**config.mk**
```make
export PLATFORM = sky130hd
export DESIGN_NAME = depth_pixel_to_point_backprojection_core
export DESIGN_NICKNAME = d
export VERILOG_FILES = /design/src/rtl/core/dpb_pkg.sv /design/src/rtl/core/dpb_ctrl.sv /design/src/rtl/core/dpb_datapath.sv /design/src/rtl/core/depth_pixel_to_point_backprojection_core.sv
export SDC_FILE = /design/constraint.sdc
export NUM_CORES = 2
export LEC_CHECK = 0
export ABC_AREA = 1
export BUFFER_PORTS_ARGS = -buffer_cell sky130_fd_sc_hd__buf_2
export CORE_MARGIN = 2
export CORE_UTILIZATION = 50
export CTS_BUF_LIST = sky130_fd_sc_hd__clkbuf_2
export CTS_CLUSTER_DIAMETER = 200
export DETAILED_ROUTE_END_ITERATION = 7
export GPL_ROUTABILITY_DRIVEN = 1
export PLACE_DENSITY = 0.65
export RECOVER_POWER = 50
export REMOVE_ABC_BUFFERS = 1
export SLEW_MARGIN = 20
export SYNTH_ARGS = -nofsm -noshare
export SYNTH_HDL_FRONTEND = slang
export SYNTH_SLANG_ARGS = --single-unit
```
**constraint.sdc**
```tcl
create_clock -name clk -period 15.4 [get_ports clk]
set_input_delay 3.08 -clock clk [delete_from_list [all_inputs] [get_ports clk]]
set_output_delay 3.08 -clock clk [all_outputs]
set_load 0.01 [all_outputs]
```
**src/rtl/core/dpb_pkg.sv**
```systemverilog
`timescale 1ns / 1ps
// ----------------------------------------------------------------------------
// dpb_pkg
// Shared types and constants for the depth back-projection core.
// ----------------------------------------------------------------------------
package dpb_pkg;

	localparam int CNT_W    = 12;   // pixel column and row as used by the math
	localparam int STEP_W   = $clog2(CNT_W);
	localparam int WIDTH_W  = 13;
	localparam int DS_W     = 5;
	localparam int DEPTH_W  = 16;
	localparam int CTR_W    = 16;
	localparam int GAIN_W   = 24;
	localparam int MAG_W    = 16;
	localparam int MUL_A_W  = 40;
	localparam int MUL_B_W  = 16;
	localparam int PROD_W   = MUL_A_W + MUL_B_W;
	localparam int ACC_W    = PROD_W + 1;
	localparam int Q_W      = ACC_W - 12;
	localparam int COORD_W  = 32;
	localparam int COLOR_W  = 24;
	localparam int IN_DW    = 40;
	localparam int OUT_DW   = 3 * COORD_W + COLOR_W;
	localparam int APB_AW   = 5;
	localparam int APB_DW   = 32;

	typedef enum logic [2:0] {
		REG_IMAGE_WIDTH  = 3'd0,
		REG_DOWNSAMPLE   = 3'd1,
		REG_CENTER_X     = 3'd2,
		REG_CENTER_Y     = 3'd3,
		REG_INV_FOCAL_X  = 3'd4,
		REG_INV_FOCAL_Y  = 3'd5,
		REG_DEPTH_FACTOR = 3'd6
	} reg_idx_t;

	typedef enum logic [3:0] {
		ST_IDLE,
		ST_REM,
		ST_CHK,
		ST_Z,
		ST_MX,
		ST_MY,
		ST_XLO,
		ST_XHI,
		ST_YLO,
		ST_YHI,
		ST_FIN
	} state_t;

	typedef enum logic [3:0] {
		OP_NONE,
		OP_ACCEPT,
		OP_REM,
		OP_Z,
		OP_MX,
		OP_MY,
		OP_XLO,
		OP_XHI,
		OP_YLO,
		OP_YHI,
		OP_LOAD
	} op_t;

	typedef struct packed {
		logic [WIDTH_W-1:0] image_width;
		logic [DS_W-1:0]    downsample;
		logic [CTR_W-1:0]   center_x;
		logic [CTR_W-1:0]   center_y;
		logic [GAIN_W-1:0]  inv_focal_x;
		logic [GAIN_W-1:0]  inv_focal_y;
		logic [GAIN_W-1:0]  depth_factor;
	} cfg_t;

	typedef struct packed {
		op_t op;
	} cmd_t;

	typedef struct packed {
		logic keep;
		logic out_free;
	} sts_t;

endpackage

```
**src/rtl/core/dpb_ctrl.sv**
```systemverilog
`timescale 1ns / 1ps
// ----------------------------------------------------------------------------
// dpb_ctrl
// Sequencer: accept, bit-serial downsample check, multiply steps, load.
// ----------------------------------------------------------------------------
module dpb_ctrl (
	input  logic              clk,
	input  logic              arst_n,
	input  logic              in_valid,
	output logic              in_ready,
	input  dpb_pkg::sts_t     sts,
	output dpb_pkg::cmd_t     cmd
);

	dpb_pkg::state_t state_q, state_d;
	logic [dpb_pkg::STEP_W-1:0] step_q, step_d;

	always_ff @(posedge clk or negedge arst_n) begin
		if (!arst_n) begin
			state_q <= dpb_pkg::ST_IDLE;
			step_q  <= '0;
		end else begin
			state_q <= state_d;
			step_q  <= step_d;
		end
	end

	always_comb begin
		state_d  = state_q;
		step_d   = step_q;
		in_ready = 1'b0;
		cmd.op   = dpb_pkg::OP_NONE;
		unique case (state_q)
			dpb_pkg::ST_IDLE: begin
				in_ready = 1'b1;
				if (in_valid) begin
					cmd.op  = dpb_pkg::OP_ACCEPT;
					step_d  = '0;
					state_d = dpb_pkg::ST_REM;
				end
			end
			dpb_pkg::ST_REM: begin
				cmd.op = dpb_pkg::OP_REM;
				if (step_q == dpb_pkg::STEP_W'(dpb_pkg::CNT_W - 1)) begin
					state_d = dpb_pkg::ST_CHK;
				end else begin
					step_d = step_q + 1'b1;
				end
			end
			dpb_pkg::ST_CHK: begin
				state_d = sts.keep ? dpb_pkg::ST_Z : dpb_pkg::ST_IDLE;
			end
			dpb_pkg::ST_Z: begin
				cmd.op  = dpb_pkg::OP_Z;
				state_d = dpb_pkg::ST_MX;
			end
			dpb_pkg::ST_MX: begin
				cmd.op  = dpb_pkg::OP_MX;
				state_d = dpb_pkg::ST_MY;
			end
			dpb_pkg::ST_MY: begin
				cmd.op  = dpb_pkg::OP_MY;
				state_d = dpb_pkg::ST_XLO;
			end
			dpb_pkg::ST_XLO: begin
				cmd.op  = dpb_pkg::OP_XLO;
				state_d = dpb_pkg::ST_XHI;
			end
			dpb_pkg::ST_XHI: begin
				cmd.op  = dpb_pkg::OP_XHI;
				state_d = dpb_pkg::ST_YLO;
			end
			dpb_pkg::ST_YLO: begin
				cmd.op  = dpb_pkg::OP_YLO;
				state_d = dpb_pkg::ST_YHI;
			end
			dpb_pkg::ST_YHI: begin
				cmd.op  = dpb_pkg::OP_YHI;
				state_d = dpb_pkg::ST_FIN;
			end
			dpb_pkg::ST_FIN: begin
				// wait here while the output word is still held
				if (sts.out_free) begin
					cmd.op  = dpb_pkg::OP_LOAD;
					state_d = dpb_pkg::ST_IDLE;
				end
			end
			default: begin
				state_d = dpb_pkg::ST_IDLE;
			end
		endcase
	end

endmodule

```
**src/rtl/core/dpb_datapath.sv**
```systemverilog
`timescale 1ns / 1ps
// ----------------------------------------------------------------------------
// dpb_datapath
// Raster counters, remainder lanes, shared 40x16 multiplier and output word.
// ----------------------------------------------------------------------------
module dpb_datapath #(
	parameter int MAX_WIDTH  = 4096,
	parameter int MAX_HEIGHT = 4096
) (
	input  logic                         clk,
	input  logic                         arst_n,
	input  dpb_pkg::cfg_t                cfg,
	input  dpb_pkg::cmd_t                cmd,
	output dpb_pkg::sts_t                sts,
	input  logic                         in_start,
	input  logic [dpb_pkg::DEPTH_W-1:0]  in_depth,
	input  logic [dpb_pkg::COLOR_W-1:0]  in_color,
	output logic                         out_valid,
	input  logic                         out_ready,
	output logic [dpb_pkg::OUT_DW-1:0]   out_data,
	output logic                         out_user
);

	localparam int CW = $clog2(MAX_WIDTH);
	localparam int RW = $clog2(MAX_HEIGHT);
	localparam logic [dpb_pkg::ACC_W-1:0] RND = dpb_pkg::ACC_W'(1) << 27;

	// raster counters
	logic [CW-1:0] col_q, col_eff, col_d;
	logic [RW-1:0] row_q, row_eff, row_d;
	logic [CW:0]   col_inc;
	logic [RW:0]   row_inc;
	logic [dpb_pkg::WIDTH_W-1:0] w_eff;
	logic [dpb_pkg::DS_W-1:0]    ds_eff;

	// per-pixel registers
	logic [dpb_pkg::CNT_W-1:0]   pix_col_q, pix_row_q, col_sh_q, row_sh_q;
	logic [dpb_pkg::DS_W-1:0]    rem_c_q, rem_r_q;
	logic [dpb_pkg::DS_W:0]      tc, tr;
	logic [dpb_pkg::DEPTH_W-1:0] depth_q;
	logic [dpb_pkg::COLOR_W-1:0] color_q;

	// arithmetic
	logic [dpb_pkg::MAG_W:0]     dx, dy, ndx, ndy;
	logic                        negx, negy;
	logic [dpb_pkg::MAG_W-1:0]   magx, magy;
	logic [dpb_pkg::MUL_A_W-1:0] mul_a, mx_q, my_q;
	logic [dpb_pkg::MUL_B_W-1:0] mul_b;
	logic [dpb_pkg::PROD_W-1:0]  prod_q;
	logic [dpb_pkg::ACC_W-1:0]   acc_q, qsum;
	logic [dpb_pkg::Q_W-1:0]     qmag;
	logic [dpb_pkg::MUL_A_W:0]   zround;
	logic [dpb_pkg::COORD_W-1:0] zq_q, x_res_q, qsat;
	logic                        pt_valid;

	logic                        out_valid_q, out_user_q;
	logic [dpb_pkg::OUT_DW-1:0]  out_data_q;

	function automatic logic [dpb_pkg::COORD_W-1:0] sat_axis(
		input logic [dpb_pkg::Q_W-1:0] q,
		input logic                    neg
	);
		logic [dpb_pkg::COORD_W-1:0] r;
		if (neg) begin
			if (q >= (dpb_pkg::Q_W'(1) << 31)) r = 32'h8000_0000;
			else r = 32'h0 - q[dpb_pkg::COORD_W-1:0];
		end else begin
			if (q > dpb_pkg::Q_W'(32'h7FFF_FFFF)) r = 32'h7FFF_FFFF;
			else r = q[dpb_pkg::COORD_W-1:0];
		end
		return r;
	endfunction

	always_comb begin
		if (cfg.image_width == '0) w_eff = dpb_pkg::WIDTH_W'(1);
		else if (cfg.image_width > dpb_pkg::WIDTH_W'(MAX_WIDTH))
			w_eff = dpb_pkg::WIDTH_W'(MAX_WIDTH);
		else w_eff = cfg.image_width;
		ds_eff  = (cfg.downsample == '0) ? dpb_pkg::DS_W'(1) : cfg.downsample;

		col_eff = in_start ? '0 : col_q;
		row_eff = in_start ? '0 : row_q;
		col_inc = {1'b0, col_eff} + 1'b1;
		row_inc = {1'b0, row_eff} + 1'b1;
		if (dpb_pkg::WIDTH_W'(col_inc) >= w_eff) begin
			col_d = '0;
			row_d = (row_inc >= (RW + 1)'(MAX_HEIGHT)) ? '0 : row_inc[RW-1:0];
		end else begin
			col_d = col_inc[CW-1:0];
			row_d = row_eff;
		end

		// restoring remainder step, one count bit per cycle
		tc = {rem_c_q, col_sh_q[dpb_pkg::CNT_W-1]};
		tr = {rem_r_q, row_sh_q[dpb_pkg::CNT_W-1]};
		if (tc >= {1'b0, ds_eff}) tc = tc - {1'b0, ds_eff};
		if (tr >= {1'b0, ds_eff}) tr = tr - {1'b0, ds_eff};

		// signed Q12.4 offsets from the principal point
		dx   = {1'b0, pix_col_q, 4'b0} - {1'b0, cfg.center_x};
		dy   = {1'b0, pix_row_q, 4'b0} - {1'b0, cfg.center_y};
		ndx  = '0 - dx;
		ndy  = '0 - dy;
		negx = dx[dpb_pkg::MAG_W];
		negy = dy[dpb_pkg::MAG_W];
		magx = negx ? ndx[dpb_pkg::MAG_W-1:0] : dx[dpb_pkg::MAG_W-1:0];
		magy = negy ? ndy[dpb_pkg::MAG_W-1:0] : dy[dpb_pkg::MAG_W-1:0];

		mul_a = '0;
		mul_b = '0;
		case (cmd.op)
			dpb_pkg::OP_Z: begin
				mul_a = dpb_pkg::MUL_A_W'(cfg.depth_factor);
				mul_b = depth_q;
			end
			dpb_pkg::OP_MX: begin
				mul_a = dpb_pkg::MUL_A_W'(cfg.inv_focal_x);
				mul_b = magx;
			end
			dpb_pkg::OP_MY: begin
				mul_a = dpb_pkg::MUL_A_W'(cfg.inv_focal_y);
				mul_b = magy;
			end
			dpb_pkg::OP_XLO: begin
				mul_a = mx_q;
				mul_b = zq_q[15:0];
			end
			dpb_pkg::OP_XHI: begin
				mul_a = mx_q;
				mul_b = zq_q[31:16];
			end
			dpb_pkg::OP_YLO: begin
				mul_a = my_q;
				mul_b = zq_q[15:0];
			end
			dpb_pkg::OP_YHI: begin
				mul_a = my_q;
				mul_b = zq_q[31:16];
			end
			default: begin
				mul_a = '0;
				mul_b = '0;
			end
		endcase

		zround = {1'b0, prod_q[dpb_pkg::MUL_A_W-1:0]} + dpb_pkg::MUL_A_W'(128);
		// (hi + ((lo + 2^27) >> 16)) >> 12
		qsum = dpb_pkg::ACC_W'(prod_q) + (acc_q >> 16);
		qmag = qsum[dpb_pkg::ACC_W-1:12];
		qsat = sat_axis(qmag, (cmd.op == dpb_pkg::OP_YLO) ? negx : negy);
		pt_valid = depth_q != '0;
	end

	always_ff @(posedge clk or negedge arst_n) begin
		if (!arst_n) begin
			col_q       <= '0;
			row_q       <= '0;
			out_valid_q <= 1'b0;
		end else begin
			if (cmd.op == dpb_pkg::OP_ACCEPT) begin
				col_q <= col_d;
				row_q <= row_d;
			end
			if (cmd.op == dpb_pkg::OP_LOAD) out_valid_q <= 1'b1;
			else if (out_ready) out_valid_q <= 1'b0;
		end
	end

	always_ff @(posedge clk) begin
		case (cmd.op)
			dpb_pkg::OP_ACCEPT: begin
				pix_col_q <= dpb_pkg::CNT_W'(col_eff);
				pix_row_q <= dpb_pkg::CNT_W'(row_eff);
				col_sh_q  <= dpb_pkg::CNT_W'(col_eff);
				row_sh_q  <= dpb_pkg::CNT_W'(row_eff);
				rem_c_q   <= '0;
				rem_r_q   <= '0;
				depth_q   <= in_depth;
				color_q   <= in_color;
			end
			dpb_pkg::OP_REM: begin
				rem_c_q  <= tc[dpb_pkg::DS_W-1:0];
				rem_r_q  <= tr[dpb_pkg::DS_W-1:0];
				col_sh_q <= col_sh_q << 1;
				row_sh_q <= row_sh_q << 1;
			end
			dpb_pkg::OP_MX: zq_q <= zround[dpb_pkg::MUL_A_W-1:8];
			dpb_pkg::OP_MY: mx_q <= prod_q[dpb_pkg::MUL_A_W-1:0];
			dpb_pkg::OP_XLO: my_q <= prod_q[dpb_pkg::MUL_A_W-1:0];
			dpb_pkg::OP_XHI, dpb_pkg::OP_YHI: acc_q <= dpb_pkg::ACC_W'(prod_q) + RND;
			dpb_pkg::OP_YLO: x_res_q <= qsat;
			dpb_pkg::OP_LOAD: begin
				out_user_q <= pt_valid;
				out_data_q <= {color_q,
					pt_valid ? zq_q : '0,
					pt_valid ? qsat : '0,
					pt_valid ? x_res_q : '0};
			end
			default: begin
			end
		endcase
		if (cmd.op == dpb_pkg::OP_Z || cmd.op == dpb_pkg::OP_MX ||
		    cmd.op == dpb_pkg::OP_MY || cmd.op == dpb_pkg::OP_XLO ||
		    cmd.op == dpb_pkg::OP_XHI || cmd.op == dpb_pkg::OP_YLO ||
		    cmd.op == dpb_pkg::OP_YHI) begin
			prod_q <= mul_a * mul_b;
		end
	end

	assign sts.keep     = (rem_c_q == '0) && (rem_r_q == '0);
	assign sts.out_free = !out_valid_q || out_ready;
	assign out_valid    = out_valid_q;
	assign out_data     = out_data_q;
	assign out_user     = out_user_q;

endmodule

```
**src/rtl/core/depth_pixel_to_point_backprojection_core.sv**
```systemverilog
`timescale 1ns / 1ps
// ----------------------------------------------------------------------------
// depth_pixel_to_point_backprojection_core
// Pinhole back-projection of a raster depth/color stream into 3D points.
// ----------------------------------------------------------------------------
// Input words (s_*): one pixel each, raster order; s_tuser[0] marks the first
// pixel of a frame and clears the column and row count. Output words (m_*):
// one point for each pixel whose column and row are multiples of downsample;
// m_tuser[0] is low when depth was zero, coordinates then zero.
// Configuration through the APB port, register i at byte address 4*i, only
// while no pixel is in flight.
// Sequence: a kept pixel passes through accept, a bit-serial remainder check,
// one check step, seven steps of the shared 40x16 multiplier and one load; a
// dropped pixel ends after the check step. The core is ready for the next
// pixel in the cycle after that. The output register holds a finished point
// while the next pixel is processed; if m_tready stays low the core waits
// before loading the next one.
// Reset: registers return to their defaults, counts to zero, output empty.
// ----------------------------------------------------------------------------
module depth_pixel_to_point_backprojection_core #(
	parameter int MAX_WIDTH  = 4096,
	parameter int MAX_HEIGHT = 4096
) (
	input  logic                        clk,
	input  logic                        arst_n,
	input  logic                        s_tvalid,
	output logic                        s_tready,
	input  logic [dpb_pkg::IN_DW-1:0]   s_tdata,  // depth[15:0], red, green, blue
	input  logic [0:0]                  s_tuser,  // frame_start
	output logic                        m_tvalid,
	input  logic                        m_tready,
	output logic [dpb_pkg::OUT_DW-1:0]  m_tdata,  // point_x, point_y, point_z, packed_color
	output logic [0:0]                  m_tuser,  // point_valid
	input  logic                        psel,
	input  logic                        penable,
	input  logic                        pwrite,
	input  logic [dpb_pkg::APB_AW-1:0]  paddr,
	input  logic [dpb_pkg::APB_DW-1:0]  pwdata,
	output logic [dpb_pkg::APB_DW-1:0]  prdata,
	output logic                        pready
);

	dpb_pkg::cfg_t cfg_q;
	dpb_pkg::cmd_t cmd;
	dpb_pkg::sts_t sts;
	logic          wr_en;
	logic [2:0]    reg_sel;
	logic          in_ready;

	assign pready  = 1'b1;
	assign wr_en   = psel && penable && pwrite && pready;
	assign reg_sel = paddr[4:2];

	always_ff @(posedge clk or negedge arst_n) begin
		if (!arst_n) begin
			cfg_q.image_width  <= dpb_pkg::WIDTH_W'(640);
			cfg_q.downsample   <= dpb_pkg::DS_W'(1);
			cfg_q.center_x     <= dpb_pkg::CTR_W'(5120);
			cfg_q.center_y     <= dpb_pkg::CTR_W'(3840);
			cfg_q.inv_focal_x  <= dpb_pkg::GAIN_W'(32263);
			cfg_q.inv_focal_y  <= dpb_pkg::GAIN_W'(32263);
			cfg_q.depth_factor <= dpb_pkg::GAIN_W'(16777);
		end else if (wr_en) begin
			case (reg_sel)
				dpb_pkg::REG_IMAGE_WIDTH:  cfg_q.image_width  <= pwdata[dpb_pkg::WIDTH_W-1:0];
				dpb_pkg::REG_DOWNSAMPLE:   cfg_q.downsample   <= pwdata[dpb_pkg::DS_W-1:0];
				dpb_pkg::REG_CENTER_X:     cfg_q.center_x     <= pwdata[dpb_pkg::CTR_W-1:0];
				dpb_pkg::REG_CENTER_Y:     cfg_q.center_y     <= pwdata[dpb_pkg::CTR_W-1:0];
				dpb_pkg::REG_INV_FOCAL_X:  cfg_q.inv_focal_x  <= pwdata[dpb_pkg::GAIN_W-1:0];
				dpb_pkg::REG_INV_FOCAL_Y:  cfg_q.inv_focal_y  <= pwdata[dpb_pkg::GAIN_W-1:0];
				dpb_pkg::REG_DEPTH_FACTOR: cfg_q.depth_factor <= pwdata[dpb_pkg::GAIN_W-1:0];
				default: begin
				end
			endcase
		end
	end

	always_comb begin
		unique case (reg_sel)
			dpb_pkg::REG_IMAGE_WIDTH:  prdata = dpb_pkg::APB_DW'(cfg_q.image_width);
			dpb_pkg::REG_DOWNSAMPLE:   prdata = dpb_pkg::APB_DW'(cfg_q.downsample);
			dpb_pkg::REG_CENTER_X:     prdata = dpb_pkg::APB_DW'(cfg_q.center_x);
			dpb_pkg::REG_CENTER_Y:     prdata = dpb_pkg::APB_DW'(cfg_q.center_y);
			dpb_pkg::REG_INV_FOCAL_X:  prdata = dpb_pkg::APB_DW'(cfg_q.inv_focal_x);
			dpb_pkg::REG_INV_FOCAL_Y:  prdata = dpb_pkg::APB_DW'(cfg_q.inv_focal_y);
			dpb_pkg::REG_DEPTH_FACTOR: prdata = dpb_pkg::APB_DW'(cfg_q.depth_factor);
			default:                   prdata = '0;
		endcase
	end

	dpb_ctrl u_ctrl (
		.clk      (clk),
		.arst_n   (arst_n),
		.in_valid (s_tvalid),
		.in_ready (in_ready),
		.sts      (sts),
		.cmd      (cmd)
	);

	dpb_datapath #(
		.MAX_WIDTH  (MAX_WIDTH),
		.MAX_HEIGHT (MAX_HEIGHT)
	) u_datapath (
		.clk       (clk),
		.arst_n    (arst_n),
		.cfg       (cfg_q),
		.cmd       (cmd),
		.sts       (sts),
		.in_start  (s_tuser[0]),
		.in_depth  (s_tdata[15:0]),
		.in_color  ({s_tdata[23:16], s_tdata[31:24], s_tdata[39:32]}),
		.out_valid (m_tvalid),
		.out_ready (m_tready),
		.out_data  (m_tdata),
		.out_user  (m_tuser[0])
	);

	assign s_tready = in_ready;

	// one pixel at a time: no accept right after an accept
	a_no_back_to_back: assert property (@(posedge clk) disable iff (!arst_n)
		s_tvalid && s_tready |=> !s_tready)
		else $error("pixel accepted while previous one in flight");

	// invalid point carries zero coordinates
	a_invalid_zero: assert property (@(posedge clk) disable iff (!arst_n)
		m_tvalid && !m_tuser[0] |-> m_tdata[95:0] == '0)
		else $error("invalid point with nonzero coordinates");

	// a new point is only loaded from the final sequencer step
	a_load_busy: assert property (@(posedge clk) disable iff (!arst_n)
		$rose(m_tvalid) |-> !$past(s_tready))
		else $error("output loaded while core idle");

endmodule

```
; ---- Word-level counts from Yosys, hierarchy flattened
; Index checks and enable logic that the tools add are counted.
[word_totals]
input_bits = 85
output_inout_bits = 156
register_bits = 631
word_cells = 152
[op_classes]
addsub = 13
n_lt_le_gt_ge = 7
n_eq_ne = 31
reduce_logical = 34
n_mul = 1
n_mux = 37
[ops]
columns = cell, count
row1 = $pmux 40 s5, 1
row2 = $pmux 24 s7, 1
row3 = $mux 32, 3
row4 = $pmux 16 s5, 1
row5 = $mux 12, 5
row6 = $add 56x28->57 const B, 1
row7 = $add 56x41->57, 1
row8 = $mul 40x16->56, 1
row9 = $pmux 12 s2, 2
row10 = $ge 45x32->1 const B, 1
row11 = $gt 45x31->1 const B, 1
row12 = $pmux 4 s11, 1
row13 = $add 40x8->40 const B, 1
row14 = $pmux 4 s10, 1
row15 = $sub 16x16->17, 2
row16 = $eq 4x3->1 const B, 8
row17 = $mux 16, 2
row18 = $sub 1x16->16 const A, 2
row19 = $sub 1x32->32 const A, 1
row20 = $eq 4x4->1 const B, 7
row21 = $add 12x1->13 const B, 2
row22 = $mux 13, 2
row23 = $mux 4, 6
row24 = $pmux 5 s2, 2
row25 = other kinds (29), 68

; ---- Depth between registers and ports, before layout
[logic_depth]
depth_word = 11
depth_mapped = 46
ltp_nobuf = 45

; ---- Hierarchy
; From an unflattened synthesis, not the netlist that was laid out.
[unflattened]
cells_unflattened = 6817
hier_area_um2 = 55313.0
[by_module_without_submodules]
columns = module, area_each_um2, seq_area_each_um2, cells_per_inst, n_inst
row1 = dpb_datapath, 48351.4, 14438.8, 5940, 1
row2 = depth_pixel_to_point_backprojection_core, 6421.2, 3093.0, 802, 1
row3 = dpb_ctrl, 540.5, 200.2, 75, 1

; ---- Worst setup path before layout
; OpenSTA, ideal clock, no wires.
[synth_timing]
path_type = input to register
from = in m_tready
to = reg u_datapath.prod_q[55] in the netlist's numbering (data pin)
arrival_time_ns = 15.517
path_slack_ns = -0.382
path_buffers = 2
setup_ns = 0.265
cell_stages = 32
required_ns = 15.135
path_cell_list = inv_1 a21oi_1 inv_1 o211ai_2 nand2_2 buf_2 o22ai_1 buf_2 nand2_1 fa_1 inv_1 fa_1 inv_1 fa_1 fa_1 fa_1 fa_1 inv_1 ha_1 nand2_1 nor2_1 inv_1 nor2_1 inv_1 nor4_1 nand3_1 nand3_1 nand2_1 o211ai_1 a21oi_1 o21ai_0 xor2_1
[synth_between]
elab_chain_len = 7
elab_cells_between_ends = 17
cone_classes = mul: 1 / eq/ne: 7 / mux: 4 / reduce/logical: 5
[synth_rtl]
columns = element, line
row1 = "start, declared", depth_pixel_to_point_backprojection_core.sv:31  ; input logic m_tready,
row2 = $logic_or 1x1->1 *, dpb_datapath.sv:211  ; assign sts.out_free = !out_valid_q || out_ready;
row3 = $mux 4 *, dpb_ctrl.sv:83  ; if (sts.out_free) begin
row4 = $pmux 4 s10 *, dpb_ctrl.sv:33  ; unique case (state_q)
row5 = $eq 4x4->1 / $eq 4x3->1 (equally long branches), dpb_datapath.sv:111  ; case (cmd.op)
row6 = $reduce_or 2->1 (no source line), -
row7 = $pmux 40 s5 / $pmux 16 s5 (equally long branches), dpb_datapath.sv:111
row8 = $mul 40x16->56 *, dpb_datapath.sv:206  ; prod_q <= mul_a * mul_b;
row9 = "end signal, assigned", dpb_datapath.sv:206
row10 = "end, declared", dpb_datapath.sv:49  ; logic [dpb_pkg::PROD_W-1:0] prod_q;
; Every way passes the cells marked *; elsewhere a longest branch is shown, timed or not.
; A chain may end at the register's enable or synchronous reset.

; ---- Final worst setup path
[layout_timing]
from = reg u_ctrl.state_q[3]
to = reg u_datapath.prod_q[55] in the netlist's numbering (data pin)
[layout_between]
elab_chain_len = 6
elab_cells_between_ends = 25
cone_classes = mul: 1 / eq/ne: 16 / mux: 3 / reduce/logical: 5
[layout_rtl]
columns = element, line
row1 = "start, declared", dpb_ctrl.sv:15  ; dpb_pkg::state_t state_q, state_d;
row2 = "start signal, assigned", dpb_ctrl.sv:20  ; state_q <= dpb_pkg::ST_IDLE;
row3 = "start signal, assigned", dpb_ctrl.sv:23  ; state_q <= state_d;
row4 = "$eq 4x4->1, or another cell as far along", dpb_ctrl.sv:33
row5 = $pmux 4 s10 *, dpb_ctrl.sv:33
row6 = $eq 4x4->1 / $eq 4x3->1 (equally long branches), dpb_datapath.sv:111
row7 = $reduce_or 2->1 (no source line), -
row8 = $pmux 40 s5 / $pmux 16 s5 (equally long branches), dpb_datapath.sv:111
row9 = $mul 40x16->56 *, dpb_datapath.sv:206
; Marked as above.

==> results.json <==
{
  "outcome": "complete, but fails checks",
  "violations": "max-capacitance violations, max-slew violations",
  "nets": 7675,
  "cts_resized": 0,
  "fin_crit_ps": 12230,
  "cp_slowest_cell": "nor2_1",
  "max_freq_ghz": 0.0818,
  "cts_sinks": 615,
  "start_kind": "flip-flop",
  "grt_first_pass_wirelength_mm": 259,
  "yosys_warnings": 0,
  "fin_skew_ps": 110,
  "ys_types": 66,
  "synth_area_leaders": "edfxtp_1, fa_1, nand2_1",
  "fin_crit_sh_pct": 79.4,
  "grtUsageTotal_pct": 30.3,
  "crit_arrival_ps": 13340,
  "cts_max_level": 4,
  "dp.final_hpwl_mm": 127,
  "cts_buffers": 151,
  "clk_latency_ps": 1440,
  "vias_per_cell": 5.33,
  "drv_cap": 10,
  "coreArea_um2": 107000,
  "synth_top_area_share_pct": 25.5,
  "post_cts_buffers": 0,
  "cts_tree": "done",
  "placed_area_um2": 56700,
  "cp_max_fo": 43,
  "port_buffers": 221,
  "rsz0062_at_grt": "false",
  "die_area_um2": 111000,
  "syn_inst": 6584,
  "final_area_um2": 58000,
  "hold_path_depth": 0,
  "fin_hold_ws_ps": 418,
  "ff2ff_path_depth": 36,
  "vias": 44600,
  "slew_violations": 449,
  "antenna_found_initial": 10,
  "required_ps": 16500,
  "drive_gt1_share_pct": 9.55,
  "grt_max_degree": 89,
  "hold_buffers": 0,
  "grt_pass1_vias": 44600,
  "synth-main-ff-cell": "edfxtp_1",
  "initial_core_util_pct": 50.5,
  "first_iter_violations": 3950,
  "path_clk_slew_ps": 110,
  "ys_ff_latch": 615,
  "wl_per_cell_um": 19.7,
  "overflow": 0,
  "crit_type": "flip-flop to flip-flop",
  "synth_async_sr_flop_share_pct": 25.2,
  "cts_root_buf": "clkbuf_2",
  "io_pins": 241,
  "worstSetupEndpointType": "flip-flop",
  "gp_congestion": 0.942,
  "hold_viol": 0,
  "synth_edf_count": 460,
  "drc": 0,
  "area_delta_synth_final_pct": 7.17,
  "slew_headroom_pct": -238,
  "tns_ps": 0,
  "die_w_um": 333,
  "ys_seq_area_share_pct": 32.7,
  "worst_pin_slew_ps": 5070,
  "antenna_left": 0,
  "die_h_um": 333,
  "clockBufferDepth": 3,
  "synth_top_area_cell": "edfxtp_1",
  "path_common_cell": "inv_1",
  "worstHoldPathType": "flip-flop to flip-flop",
  "drtPass1Iterations": 6,
  "syn_area_per_cell_um2": 8.23,
  "totalWireLength_mm": 165,
  "critPathMaxStageDelay_ps": 1830,
  "placementRows": 120,
  "finalSetupViolations": 0,
  "syn-cell-area_um2": 54200
}
==> sequential cells by signal, indices dropped and copies added (netlist names), 32 cells and up <==
signal	flops
u_datapath.zq_q	32
u_datapath.my_q	40
u_datapath.prod_q	56
u_datapath.acc_q	41
cfg_q	122
u_datapath.out_data	120
u_datapath.mx_q	40
u_datapath.x_res_q	32
==> cell type report <==
type / count / area [um2]
Fill cell: 10100 / 49200
Clock buffer: 211 / 1060
Sequential cell: 615 / 17700
Timing Repair Buffer: 293 / 1620
Multi-Input combinational cell: 4275 / 29900
Inverter: 1496 / 5620
Tap cell: 1403 / 1760
Clock inverter: 56 / 353
Antenna cell: 10 / 25.0
==> path summary, 6_finish.rpt <==
path / to / slack, ps / start
max in group asynchronous: cfg_q[21] / 8990 / arst_n
setup / recovery: u_datapath.prod_q[55] / 3170 / u_ctrl.state_q[3]
min in group asynchronous: cfg_q[101] / 3510 / arst_n
hold / removal: u_datapath.out_data[101] / 420 / u_datapath.color_q[5]
setup reg to reg: u_datapath.prod_q[55] / 3170 / u_ctrl.state_q[3]
hold reg to reg: u_datapath.out_data[101] / 420 / u_datapath.color_q[5]
==> cell usage in the layout (no fill, tap or decap), types with 216 or more instances in the layout <==
| cell | count |
|---|---|
| nand2_1 | 1670 |
| inv_1 | 1468 |
| fa_1 | 532 |
| nor2_1 | 503 |
| edfxtp_1 | 460 |
| nand3_1 | 263 |
| o21ai_0 | 242 |
| a21oi_1 | 233 |
| ha_1 | 226 |
| buf_2 | 216 |
==> synth_stat cells (32+ instances only) <==
library cell,instances
dfstp_2,32
fa_1,532
xor2_1,106
nand3_1,263
dfrtp_1,123
nor4_1,42
inv_1,1469
buf_2,99
nand2_1,1670
xnor2_1,43
nand4_1,39
nor2_1,508
a21oi_1,234
nor3_1,71
o21ai_0,242
ha_1,226
clkbuf_1,79
edfxtp_1,460
o22ai_1,53
==> stage by stage <==
stage               instances  setup WS (ps)  util, %
finish                   8359           3170     54.1
global route             8358           2460     54.1
CTS                      8348           5080     54.2
detailed placement       8081           3720     52.9
global placement         8081           3820     52.9
floorplan                6386          -1040        -
==> layer usage <==
| metal | part of all wire [%] | GRT usage [%] | up-vias |
|---|---|---|---|
| met3 | 7.2 | 4.61 | 337 |
| li1 | - | - | 20900 |
| met1 | 42 | 40.5 | 21600 |
| met5 | 0 | 0 | - |
| met2 | 47 | 49.6 | 1764 |
| met4 | 4.2 | 12.4 | 0 |
==> logic make-up after synthesis <==
family / Yosys count / share of synthesized area (%)
flip-flops: 615 / 32.7
adder cells (fa/ha/maj): 758 / 24.9
AND/OR/NAND/NOR: 2697 / 20.6
XOR/XNOR: 150 / 2.44
AO/OA/AOI/OAI: 659 / 6.99
other: 2 / 0.0139
multiplexers: 2 / 0.0416
buffers and inverters: 1701 / 12.3
==> worst max-delay path, delay by kind of cell, from the launching register on <==
| kind | cells | cell delay [ps] |
|---|---|---|
| flip-flops | 1 | 370 |
| XOR/XNOR | 1 | 100 |
| AO/OA/AOI/OAI | 5 | 1780 |
| adder cells (fa/ha/maj) | 7 | 3570 |
| AND/OR/NAND/NOR | 12 | 3800 |
| buffers and inverters | 11 | 2220 |
Power is left out: the tool's default activity adds up to more than one toggle a clock period on the data nets, which glitch-free logic cannot reach.
